`src/design/mdcal_pkg.sv`:
```
// shared types, command codes and calendar tables for the month/day calendar block
// no dependencies; used by the top level and the bench
package mdcal_pkg;

  // command codes
  localparam logic [2:0] CMD_LOAD    = 3'd0;
  localparam logic [2:0] CMD_SET_MON = 3'd1;
  localparam logic [2:0] CMD_SET_DAY = 3'd2;
  localparam logic [2:0] CMD_ADD     = 3'd3;
  localparam logic [2:0] CMD_CMP     = 3'd4;

  localparam int unsigned YEAR_DAYS    = 365;
  localparam int unsigned MONTHS       = 12;
  localparam int unsigned REDUCE_STEPS = 7;    // 365 * 2^7 exceeds any biased position
  localparam int unsigned WRAP_YEARS   = 90;   // lifts the most negative position above 0

  localparam logic [15:0] YEAR_DAYS_W  = 16'(YEAR_DAYS);
  localparam logic [3:0]  LAST_MONTH   = 4'(MONTHS);
  localparam logic [2:0]  REDUCE_FIRST = 3'(REDUCE_STEPS - 1);
  localparam logic signed [17:0] WRAP_BIAS = 18'(YEAR_DAYS * WRAP_YEARS);

  typedef enum logic [2:0] {
    ST_IDLE,
    ST_PREP,
    ST_REDUCE,
    ST_WALK,
    ST_FINISH
  } state_t;

  // length of month m, zero for a month outside 1..12
  function automatic logic [4:0] month_len(input logic [3:0] m);
    logic [4:0] len;
    case (m)
      4'd1, 4'd3, 4'd5, 4'd7, 4'd8, 4'd10, 4'd12: len = 5'd31;
      4'd4, 4'd6, 4'd9, 4'd11:                   len = 5'd30;
      4'd2:                                      len = 5'd28;
      default:                                   len = 5'd0;
    endcase
    return len;
  endfunction

  // days in the months before month m
  function automatic logic [8:0] days_before(input logic [3:0] m);
    logic [8:0] sum;
    case (m)
      4'd2:    sum = 9'd31;
      4'd3:    sum = 9'd59;
      4'd4:    sum = 9'd90;
      4'd5:    sum = 9'd120;
      4'd6:    sum = 9'd151;
      4'd7:    sum = 9'd181;
      4'd8:    sum = 9'd212;
      4'd9:    sum = 9'd243;
      4'd10:   sum = 9'd273;
      4'd11:   sum = 9'd304;
      4'd12:   sum = 9'd334;
      default: sum = 9'd0;
    endcase
    return sum;
  endfunction

  function automatic logic valid_date(input logic [3:0] m, input logic [4:0] d);
    logic [4:0] len;
    len = month_len(m);
    return (len != 5'd0) && (d != 5'd0) && (d <= len);
  endfunction

endpackage

```
`src/design/month_day_calendar_arith_top.sv`:
```
// month/day calendar block for a 365-day year: holds one date, runs commands on it
// depends on mdcal_pkg
//
// usage
//   request channel: in_valid/in_ready with command, month_in, day_in, offset.
//   result channel:  out_valid/out_ready with month_out, day_out, day_of_year,
//   error, is_less, is_equal. every request gives exactly one result.
//   load, set month, set day, compare and unused codes go straight from accept
//   to the finish step, which fills the output register. add offset first forms
//   the biased day position in a prep step, then 7 compare-subtract steps reduce
//   it modulo 365, and up to 12 steps walk the month table, all on one shared
//   17-bit subtractor. in_ready is high only while the sequencer is idle, so one
//   request is in flight at a time; a new request is taken only after the last
//   one has left the finish step.
//   the result sits in an output register, so a new request is taken while a
//   finished result waits; a stalled receiver holds the sequencer in its last
//   step until the output register frees.
//   reset (rst, synchronous) sets the date to January 1, empties the output
//   register and returns the sequencer to idle.
module month_day_calendar_arith_top (
  input  logic               clk,
  input  logic               rst,
  input  logic               in_valid,
  output logic               in_ready,
  input  logic [2:0]         command,
  input  logic [3:0]         month_in,
  input  logic [4:0]         day_in,
  input  logic signed [15:0] offset,
  output logic               out_valid,
  input  logic               out_ready,
  output logic [3:0]         month_out,
  output logic [4:0]         day_out,
  output logic [8:0]         day_of_year,
  output logic               error,
  output logic               is_less,
  output logic               is_equal
);

  mdcal_pkg::state_t state, state_next;

  // held date
  logic [3:0] cur_month;
  logic [4:0] cur_day;

  // captured request
  logic [2:0]         cmd_q;
  logic [3:0]         month_q;
  logic [4:0]         day_q;
  logic signed [15:0] offset_q;

  // iteration registers: running remainder, reduce step, walk month
  logic [15:0] acc;
  logic [2:0]  step;
  logic [3:0]  walk_month;

  // shared compare-subtract unit
  logic [15:0] sub_operand;
  logic [16:0] sub_diff;
  logic        sub_ge;

  // biased start position for add offset
  logic [8:0]         cur_ordinal;
  logic signed [17:0] position;
  logic [15:0]        position_biased;

  logic in_take;
  logic fin_take;

  // finish step results
  logic [3:0] res_month;
  logic [4:0] res_day;
  logic       res_error;
  logic       res_less;
  logic       res_equal;

  assign in_ready = (state == mdcal_pkg::ST_IDLE);
  assign in_take  = in_valid && in_ready;
  assign fin_take = (state == mdcal_pkg::ST_FINISH) && (!out_valid || out_ready);

  // operand picks the scaled year in the reduce phase, the month length in the walk
  always_comb begin
    if (state == mdcal_pkg::ST_REDUCE) begin
      sub_operand = mdcal_pkg::YEAR_DAYS_W << step;
    end else begin
      sub_operand = {11'd0, mdcal_pkg::month_len(walk_month)};
    end
    sub_diff = {1'b0, acc} - {1'b0, sub_operand};
    sub_ge   = !sub_diff[16];
  end

  // position = ordinal - 1 + offset, lifted by whole years when negative
  always_comb begin
    cur_ordinal = mdcal_pkg::days_before(cur_month) + {4'd0, cur_day};
    position    = signed'({9'd0, cur_ordinal}) - 18'sd1
                  + {{2{offset_q[15]}}, offset_q};
    if (position[17]) begin
      position_biased = 16'(position + mdcal_pkg::WRAP_BIAS);
    end else begin
      position_biased = 16'(position);
    end
  end

  // state register
  always_ff @(posedge clk) begin
    if (rst) begin
      state <= mdcal_pkg::ST_IDLE;
    end else begin
      state <= state_next;
    end
  end

  // sequencer
  always_comb begin
    state_next = state;
    unique case (state)
      mdcal_pkg::ST_IDLE: begin
        if (in_take) begin
          state_next = (command == mdcal_pkg::CMD_ADD) ? mdcal_pkg::ST_PREP
                                                       : mdcal_pkg::ST_FINISH;
        end
      end
      mdcal_pkg::ST_PREP: begin
        state_next = mdcal_pkg::ST_REDUCE;
      end
      mdcal_pkg::ST_REDUCE: begin
        if (step == 3'd0) begin
          state_next = mdcal_pkg::ST_WALK;
        end
      end
      mdcal_pkg::ST_WALK: begin
        // stop at December or when the remainder fits in this month
        if ((walk_month == mdcal_pkg::LAST_MONTH) || !sub_ge) begin
          state_next = mdcal_pkg::ST_FINISH;
        end
      end
      mdcal_pkg::ST_FINISH: begin
        if (fin_take) begin
          state_next = mdcal_pkg::ST_IDLE;
        end
      end
      default: state_next = mdcal_pkg::ST_IDLE;
    endcase
  end

  // request capture and iteration datapath
  always_ff @(posedge clk) begin
    if (in_take) begin
      cmd_q    <= command;
      month_q  <= month_in;
      day_q    <= day_in;
      offset_q <= offset;
    end
    case (state)
      mdcal_pkg::ST_PREP: begin
        acc  <= position_biased;
        step <= mdcal_pkg::REDUCE_FIRST;
      end
      mdcal_pkg::ST_REDUCE: begin
        if (sub_ge) begin
          acc <= sub_diff[15:0];
        end
        step       <= step - 3'd1;
        walk_month <= 4'd1;
      end
      mdcal_pkg::ST_WALK: begin
        if ((walk_month != mdcal_pkg::LAST_MONTH) && sub_ge) begin
          acc        <= sub_diff[15:0];
          walk_month <= walk_month + 4'd1;
        end
      end
      default: ;
    endcase
  end

  // command outcome in the finish step
  always_comb begin
    res_month = cur_month;
    res_day   = cur_day;
    res_error = 1'b0;
    res_less  = 1'b0;
    res_equal = 1'b0;
    case (cmd_q)
      mdcal_pkg::CMD_LOAD: begin
        if (mdcal_pkg::valid_date(month_q, day_q)) begin
          res_month = month_q;
          res_day   = day_q;
        end else begin
          res_error = 1'b1;
        end
      end
      mdcal_pkg::CMD_SET_MON: begin
        if (mdcal_pkg::valid_date(month_q, cur_day)) begin
          res_month = month_q;
        end else begin
          res_error = 1'b1;
        end
      end
      mdcal_pkg::CMD_SET_DAY: begin
        if (mdcal_pkg::valid_date(cur_month, day_q)) begin
          res_day = day_q;
        end else begin
          res_error = 1'b1;
        end
      end
      mdcal_pkg::CMD_ADD: begin
        // remainder left after the walk is below 31
        res_month = walk_month;
        res_day   = acc[4:0] + 5'd1;
      end
      mdcal_pkg::CMD_CMP: begin
        // raw fields compared as given, valid or not
        res_less  = (cur_month < month_q) || ((cur_month == month_q) && (cur_day < day_q));
        res_equal = (cur_month == month_q) && (cur_day == day_q);
      end
      default: ;
    endcase
  end

  // held date
  always_ff @(posedge clk) begin
    if (rst) begin
      cur_month <= 4'd1;
      cur_day   <= 5'd1;
    end else if (fin_take) begin
      cur_month <= res_month;
      cur_day   <= res_day;
    end
  end

  // output register
  always_ff @(posedge clk) begin
    if (rst) begin
      out_valid <= 1'b0;
    end else if (fin_take) begin
      out_valid <= 1'b1;
    end else if (out_ready) begin
      out_valid <= 1'b0;
    end
  end

  always_ff @(posedge clk) begin
    if (fin_take) begin
      month_out   <= res_month;
      day_out     <= res_day;
      day_of_year <= mdcal_pkg::days_before(res_month) + {4'd0, res_day};
      error       <= res_error;
      is_less     <= res_less;
      is_equal    <= res_equal;
    end
  end

endmodule

```
`config.mk`:
```
export PLATFORM = sky130hd
export DESIGN_NAME = month_day_calendar_arith_top
export DESIGN_NICKNAME = d
export VERILOG_FILES = /design/src/design/mdcal_pkg.sv /design/src/design/month_day_calendar_arith_top.sv
export SDC_FILE = /design/constraint.sdc
export NUM_CORES = 1
export LEC_CHECK = 0
export BUFFER_PORTS_ARGS = -buffer_cell sky130_fd_sc_hd__buf_2
export CAP_MARGIN = 20
export CORE_ASPECT_RATIO = 1.5
export CORE_MARGIN = 8
export CORE_UTILIZATION = 60
export DETAILED_ROUTE_END_ITERATION = 12
export PLACE_DENSITY = 0.76
export SYNTH_ARGS = -nofsm -noshare
export SYNTH_HDL_FRONTEND = slang
export SYNTH_SLANG_ARGS = --single-unit
```
`constraint.sdc`:
```
create_clock -name clk -period 5.45 [get_ports clk]
set_clock_uncertainty 0.05 [all_clocks]
set_input_delay 0.8175 -clock clk [delete_from_list [all_inputs] [get_ports clk]]
set_output_delay 0.8175 -clock clk [all_outputs]
set_load 0.05 [all_outputs]
```
---- Word level (Yosys, flattened, before mapping) ----
Memories as Yosys holds them, arrays and structs flattened. A register that Yosys moved wholly into a read port is not among the register bits.
Index checks and enable logic that the tools add are counted.
operators by class
  add/sub/neg operators ................... 9
  $lt $le $gt $ge ......................... 5
  eq/ne operators ......................... 19
  shifts and indexed selects .............. 1
  multiplexer cells ....................... 37
  reduce and logical (&&, ||, !) cells .... 31
operators with widths
  cell                      count
  $mux W16                  4
  $pmux W16 S3              1
  $mux W4                   10
  $mux W5                   5
  $reduce_bool A5 Y1        5
  $add A9 B5 Y9             2
  $add A10 B16 Y17          1
  $sub A16 B16 Y17          1
  $add A16 B16 Y16 const B  1
  $shl A9 B3 Y16 const A    1
  $eq A3 B2 Y1 const B      5
  $le A5 B5 Y1              3
  $mux W3                   5
  $pmux W3 S5               1
  $pmux W5 S3               1
  $pmux W4 S3               1
  $logic_and A1 B1 Y1       11
  $sub A9 B1 Y10 const B    1
  $logic_not A3 Y1          3
  $mux W9                   1
  $ne A2 B2 Y1 const B      4
  $pmux W4 S2               1
  $eq A3 B1 Y1 const B      2
  $eq A3 B3 Y1 const B      2
  20 further kinds          30
storage, ports and cells
  register bits ........................... 85
  bits in read-only memories .............. 608
  input bits .............................. 32
  output and inout port bits .............. 23
  memories ................................ 6
memories
  name             depth  bits a word  rd ports  clocked after memory_dff  wr ports  line             RTL
  (no name shown)  16     9            1         0                         0         mdcal_pkg.sv:45  case (m)
  (no name shown)  16     9            1         1                         0         mdcal_pkg.sv:45
  (no name shown)  16     5            1         1                         0         mdcal_pkg.sv:33  case (m)
  (no name shown)  16     5            1         1                         0         mdcal_pkg.sv:33
  (no name shown)  16     5            1         1                         0         mdcal_pkg.sv:33
  (no name shown)  16     5            1         1                         0         mdcal_pkg.sv:33

---- Logic depth before layout (Yosys ltp) ----
An unclocked memory read counts as a cell.
  depth after elaboration ................. 10
  depth in mapped cells ................... 23
  depth with buffers taken out ............ 23

---- Worst setup path before layout ----
OpenSTA, ideal clock, no wires.
  path type ............................... reg2reg
  from .................................... reg cur_day[0]
  to ...................................... reg acc[11], data pin
  data arrival time ....................... 4403 ps
  data required time ...................... 5130 ps
  slack ................................... 727 ps
  cell stages (with the launch flop) ...... 21
  period minus slack after synthesis ...... 4723 ps
  path through ............................ dfxtp_1 ha_1 fa_1 a21o_1 a21oi_1 xnor2_1 or2_2 nor2_1 nand3_1 nor2_1 ha_1 a21o_1 a21oi_1 o21bai_1 o2111ai_1 a32oi_1 clkbuf_1 nor4_1 nand3_1 xnor2_1 a21oi_1
between the ends
  word-level cells in the longest chain between the ends .. 6
RTL lines
  item                      line                                 RTL
  start: declaration        month_day_calendar_arith_top.sv:43   logic [4:0] cur_day;
  start signal: assignment  month_day_calendar_arith_top.sv:226  cur_day <= res_day;
  $add A9 B5 Y9 (*)         month_day_calendar_arith_top.sv:93   cur_ordinal = mdcal_pkg::days_before(cur_month) + {4'd0, cur_day};
  $sub A9 B1 Y10 (*)        month_day_calendar_arith_top.sv:94   position = signed'({9'd0, cur_ordinal}) - 18'sd1
  $add A10 B16 Y17 (*)      month_day_calendar_arith_top.sv:95   + {{2{offset_q[15]}}, offset_q};
  $add A16 B16 Y16          month_day_calendar_arith_top.sv:97   position_biased = 16'(position + mdcal_pkg::WRAP_BIAS);
  $mux W16 (*)              month_day_calendar_arith_top.sv:96   if (position[17]) begin
  $pmux W16 S3 (*)          month_day_calendar_arith_top.sv:153  case (state)
  end signal: assignment    month_day_calendar_arith_top.sv:155  acc <= position_biased;
  end signal: assignment    month_day_calendar_arith_top.sv:160  acc <= sub_diff[15:0];
  end signal: assignment    month_day_calendar_arith_top.sv:167  acc <= sub_diff[15:0];
  end: declaration          month_day_calendar_arith_top.sv:52   logic [15:0] acc;
Every way passes the cells marked *; elsewhere a longest branch is shown, timed or not.
A chain may end at the register's enable or synchronous reset.

---- Worst setup path after layout ----
  from .................................... reg cur_day[0]
  to ...................................... reg acc[8], data pin
The elaborated chain is that of the path after synthesis.

==> impl_metrics.toml <==
[run_status]
outcome = "finished, violations left"
failed_checks = "DRC"

[drt]
vias = 6263
route.antenna.remaining_nets = 0
route.final.wire_length_um = 18100
routed_via_density = 6.13
routedWlPerCell_um = 17.7
route.detailed.drc = 1
number_of_violations_reported_at_the_end_of_detailed_routing_iteration_0 = 354
detail_route.first_pass.iterations = 9

[synth]
seq_area_frac_synth = 0.369
syn_nets = 927
synth-async-reset-ratio = 0
synth.avg_cell_area_um2 = 9.43
synth_flop_cell = "sky130_fd_sc_hd__edfxtp_1"
synth_cell_area_um2 = 7530
netlist_cell_types = 67
yosys.area.top_type_share = 0.287
synth-edff-count = 72
synth_top_cells_by_count = "sky130_fd_sc_hd__ha_1, sky130_fd_sc_hd__edfxtp_1, sky130_fd_sc_hd__nor2_1"
syn_inst = 799
post-synth-top-count-cell = "sky130_fd_sc_hd__ha_1"
yosys-top-cells-area = "sky130_fd_sc_hd__edfxtp_1, sky130_fd_sc_hd__ha_1, sky130_fd_sc_hd__dfxtp_1"
ys_seq_elements = 103
synth.largest_area_cell = "sky130_fd_sc_hd__edfxtp_1"
synthesis.yosys.warnings = 0

[placement]
port-buffer-count = 54
post-dp-hpwl_um = 14200
dpl_worst_slack_ns = 0.222
gp_congestion = 0.964

[critical_path]
timing_worst_setup_path_type = "reg -> reg"
critical_path.reg2reg.startpoint = "cur_day[0]$_SDFFE_PP1P_"
worst-endpoint-arrival_ns = 5.06
critPathCapture = "acc[8]$_DFFE_PP_"
worst_reg2reg_path_depth = 20
reg2reg_setup_slack_ns = 0.43
timing.rr.end = "acc[8]$_DFFE_PP_"
cp-end-kind = "register"
required_ns = 5.49
critical_path.startpoint_type = "register"
cp-startpoint = "cur_day[0]$_SDFFE_PP1P_"
critPathMaxFanout = 5

[final_layout]
post-route-util = 0.675
finalNetCount = 989
fill_cells = 978
layout-drive-gt1-share = 0.121
diodes = 0
area_delta_synth_final_pct = 11.0

[pwr]
comb_power_share = 0.540
p_int_mw = 2.28
total_power_mw = 3.89
power_switching_mw = 1.61
worst_ir_drop_vdd_mv = 0.295
power_density_nw_per_um2 = 465
clock_power_share = 0.171
p_leak_nw = 3.62
switching_share = 0.415
power.sequential.fraction = 0.289

[global_route]
total_routing_resource_utilization_after_global_routing = 0.224
antenna_violations_before_repair = 0
via_count_of_the_first_global_routing_pass = 6360
grt_start_max_net_pins = 31
grt_first_pass_wirelength_um = 29900
gr-total-overflow = 0

[sta]
relSlewSlack = 0.455
clock.fmax_mhz = 199
drv_slew = 0
final.setup.worst_slack_ns = 0.434
layout_worst_path_cycle_share = 0.920
worst-slew-pin-transition_ns = 0.814
finalHoldViolCount = 0
final_setup_viols = 0
layout_min_cycle_time_ns = 5.02

[clock_network]
tritoncts = "done"
worst_skew_pair.late_latency_ns = 0.35
htreeDepth = 3
clock_tree.root_cell = "sky130_fd_sc_hd__clkbuf_16"
clk_transition_reported_paths_ns = 0.07
tritoncts.num_buffers = 9
cts_max_path_buffers = 2
clock_sink_count = 103

[floorplanning]
die_width_um = 108
initial_core_utilization = 0.608
die_area_um2 = 16500
core.rowCount = 50
core_area_um2 = 12400
floorplan.io_pins = 55
die_h_um = 153

[worst_hold_path]
hold_path.class = "reg -> reg"

[job]
maxCapViolCount = 0
[critical path, cell delays in order (launching register included)]
cell and delay [ns]:
sky130_fd_sc_hd__dfxtp_1 0.34, sky130_fd_sc_hd__ha_1 0.24, sky130_fd_sc_hd__fa_1 0.40, sky130_fd_sc_hd__a21o_1 0.17, sky130_fd_sc_hd__a21oi_1 0.22, sky130_fd_sc_hd__xnor2_1 0.11, sky130_fd_sc_hd__or2_2 0.32, sky130_fd_sc_hd__nor2_1 0.12
sky130_fd_sc_hd__nand2_1 0.12, sky130_fd_sc_hd__nor4_1 0.23, sky130_fd_sc_hd__a21oi_1 0.09, sky130_fd_sc_hd__xnor2_1 0.14, sky130_fd_sc_hd__ha_1 0.38, sky130_fd_sc_hd__o211ai_1 0.15, sky130_fd_sc_hd__a211oi_1 0.35, sky130_fd_sc_hd__o2111ai_1 0.22
sky130_fd_sc_hd__a32oi_1 0.43, sky130_fd_sc_hd__nor3_2 0.13, sky130_fd_sc_hd__buf_4 0.17, sky130_fd_sc_hd__xnor2_1 0.25, sky130_fd_sc_hd__o21ai_0 0.11
[logic make-up after synthesis]
group / Yosys count / synth area share
AOI/OAI and AO/OA: 210 / 0.184
adders and majority gates: 96 / 0.163
and+or+nand+nor: 236 / 0.150
xor gates and xnor gates: 60 / 0.0716
buffers and inverters: 80 / 0.0415
muxes: 14 / 0.0194
DFF: 103 / 0.369
[timing repair]
action	CTS	global route
setup buffers	0	2
setup endpoints to repair	0	10
resized for setup	0	5
hold buffers	0	0
[worst min-delay path by stage]
stage / cells past startpoint / start / endpoint
6_report: 2 / cur_day[0]$_SDFFE_PP1P_ / cur_day[0]$_SDFFE_PP1P_
2_1_floorplan: 2 / cur_day[0]$_SDFFE_PP1P_ / cur_day[0]$_SDFFE_PP1P_
3_3_place_gp: 2 / cur_day[0]$_SDFFE_PP1P_ / cur_day[0]$_SDFFE_PP1P_
5_1_grt: 2 / cur_day[0]$_SDFFE_PP1P_ / cur_day[0]$_SDFFE_PP1P_
4_1_cts: 2 / cur_day[0]$_SDFFE_PP1P_ / cur_day[0]$_SDFFE_PP1P_
3_5_place_dp: 2 / cur_day[0]$_SDFFE_PP1P_ / cur_day[0]$_SDFFE_PP1P_
[cell type report]
| class | instances | area [um2] | share of cell area |
|---|---|---|---|
| clock buffers | 11 | 243 | 0.0290 |
| clock inverters | 5 | 61.3 | 0.00733 |
| inverters | 61 | 229 | 0.0274 |
| multi-input cells | 616 | 4460 | 0.534 |
| flip-flops and latches | 103 | 2780 | 0.333 |
| well taps | 156 | 195 | 0.0233 |
| repair buffers | 70 | 390 | 0.0467 |
[through the flow]
step | instance area (um2) | hold WS (ns) | instances | TNS, ns
floorplan | 7530 | 0.448 | 799 | 0
global placement | 8020 | 0.489 | 1004 | 0
detailed placement | 8020 | 0.512 | 1004 | 0
CTS | 8330 | 0.521 | 1020 | 0
global route | 8360 | 0.564 | 1022 | -0.0161
finish | 8360 | 0.529 | 1022 | 0
[layout by cell type, fill, tap and decap left out, types with 4 or more instances in the layout]
cell	netlist	final
sky130_fd_sc_hd__a211oi_1	9	9
sky130_fd_sc_hd__a21o_1	16	16
sky130_fd_sc_hd__a21oi_1	61	61
sky130_fd_sc_hd__a221o_1	5	5
sky130_fd_sc_hd__a31oi_1	10	10
sky130_fd_sc_hd__and2_1	8	8
sky130_fd_sc_hd__and3_1	10	10
sky130_fd_sc_hd__and4_1	4	4
sky130_fd_sc_hd__buf_2	1	54
sky130_fd_sc_hd__buf_4	3	16
sky130_fd_sc_hd__clkbuf_16	0	9
sky130_fd_sc_hd__dfxtp_1	31	31
sky130_fd_sc_hd__edfxtp_1	72	72
sky130_fd_sc_hd__fa_1	4	4
sky130_fd_sc_hd__ha_1	92	92
sky130_fd_sc_hd__inv_1	57	57
sky130_fd_sc_hd__mux2_2	4	4
sky130_fd_sc_hd__mux2i_1	9	9
sky130_fd_sc_hd__nand2_1	55	55
sky130_fd_sc_hd__nand2b_1	15	15
sky130_fd_sc_hd__nand3_1	21	21
sky130_fd_sc_hd__nand4_1	4	4
sky130_fd_sc_hd__nor2_1	65	64
sky130_fd_sc_hd__nor2b_1	17	17
sky130_fd_sc_hd__nor3_1	23	22
sky130_fd_sc_hd__nor4_1	5	4
sky130_fd_sc_hd__o211ai_1	5	5
sky130_fd_sc_hd__o21a_1	13	13
sky130_fd_sc_hd__o21ai_0	32	32
sky130_fd_sc_hd__o21ai_1	12	11
sky130_fd_sc_hd__o21bai_1	6	6
sky130_fd_sc_hd__o31ai_1	4	4
sky130_fd_sc_hd__xnor2_1	40	40
sky130_fd_sc_hd__xor2_1	19	19
[power groups by stage]
| stage | combinational (mW) | clock [mW] | sequential (mW) |
|---|---|---|---|
| 3_3_place_gp | 1.95 | 0 | 1.14 |
| 2_1_floorplan | 1.50 | 0 | 1.22 |
| 3_5_place_dp | 2.04 | 0 | 1.14 |
| 5_1_grt | 2.33 | 0.699 | 1.14 |
| 4_1_cts | 2.05 | 0.669 | 1.12 |
| 6_report | 2.10 | 0.667 | 1.12 |
[layer usage]
metal / global-route usage / routed length (um) / up-vias
met5: 0 / 0 / -
met4: 0.125 / 901 / 0
met3: 0.0417 / 854 / 77
met2: 0.414 / 9740 / 212
met1: 0.225 / 6600 / 2949
li1: - / - / 3025
Note: power is estimated with default switching activity, not from simulation.
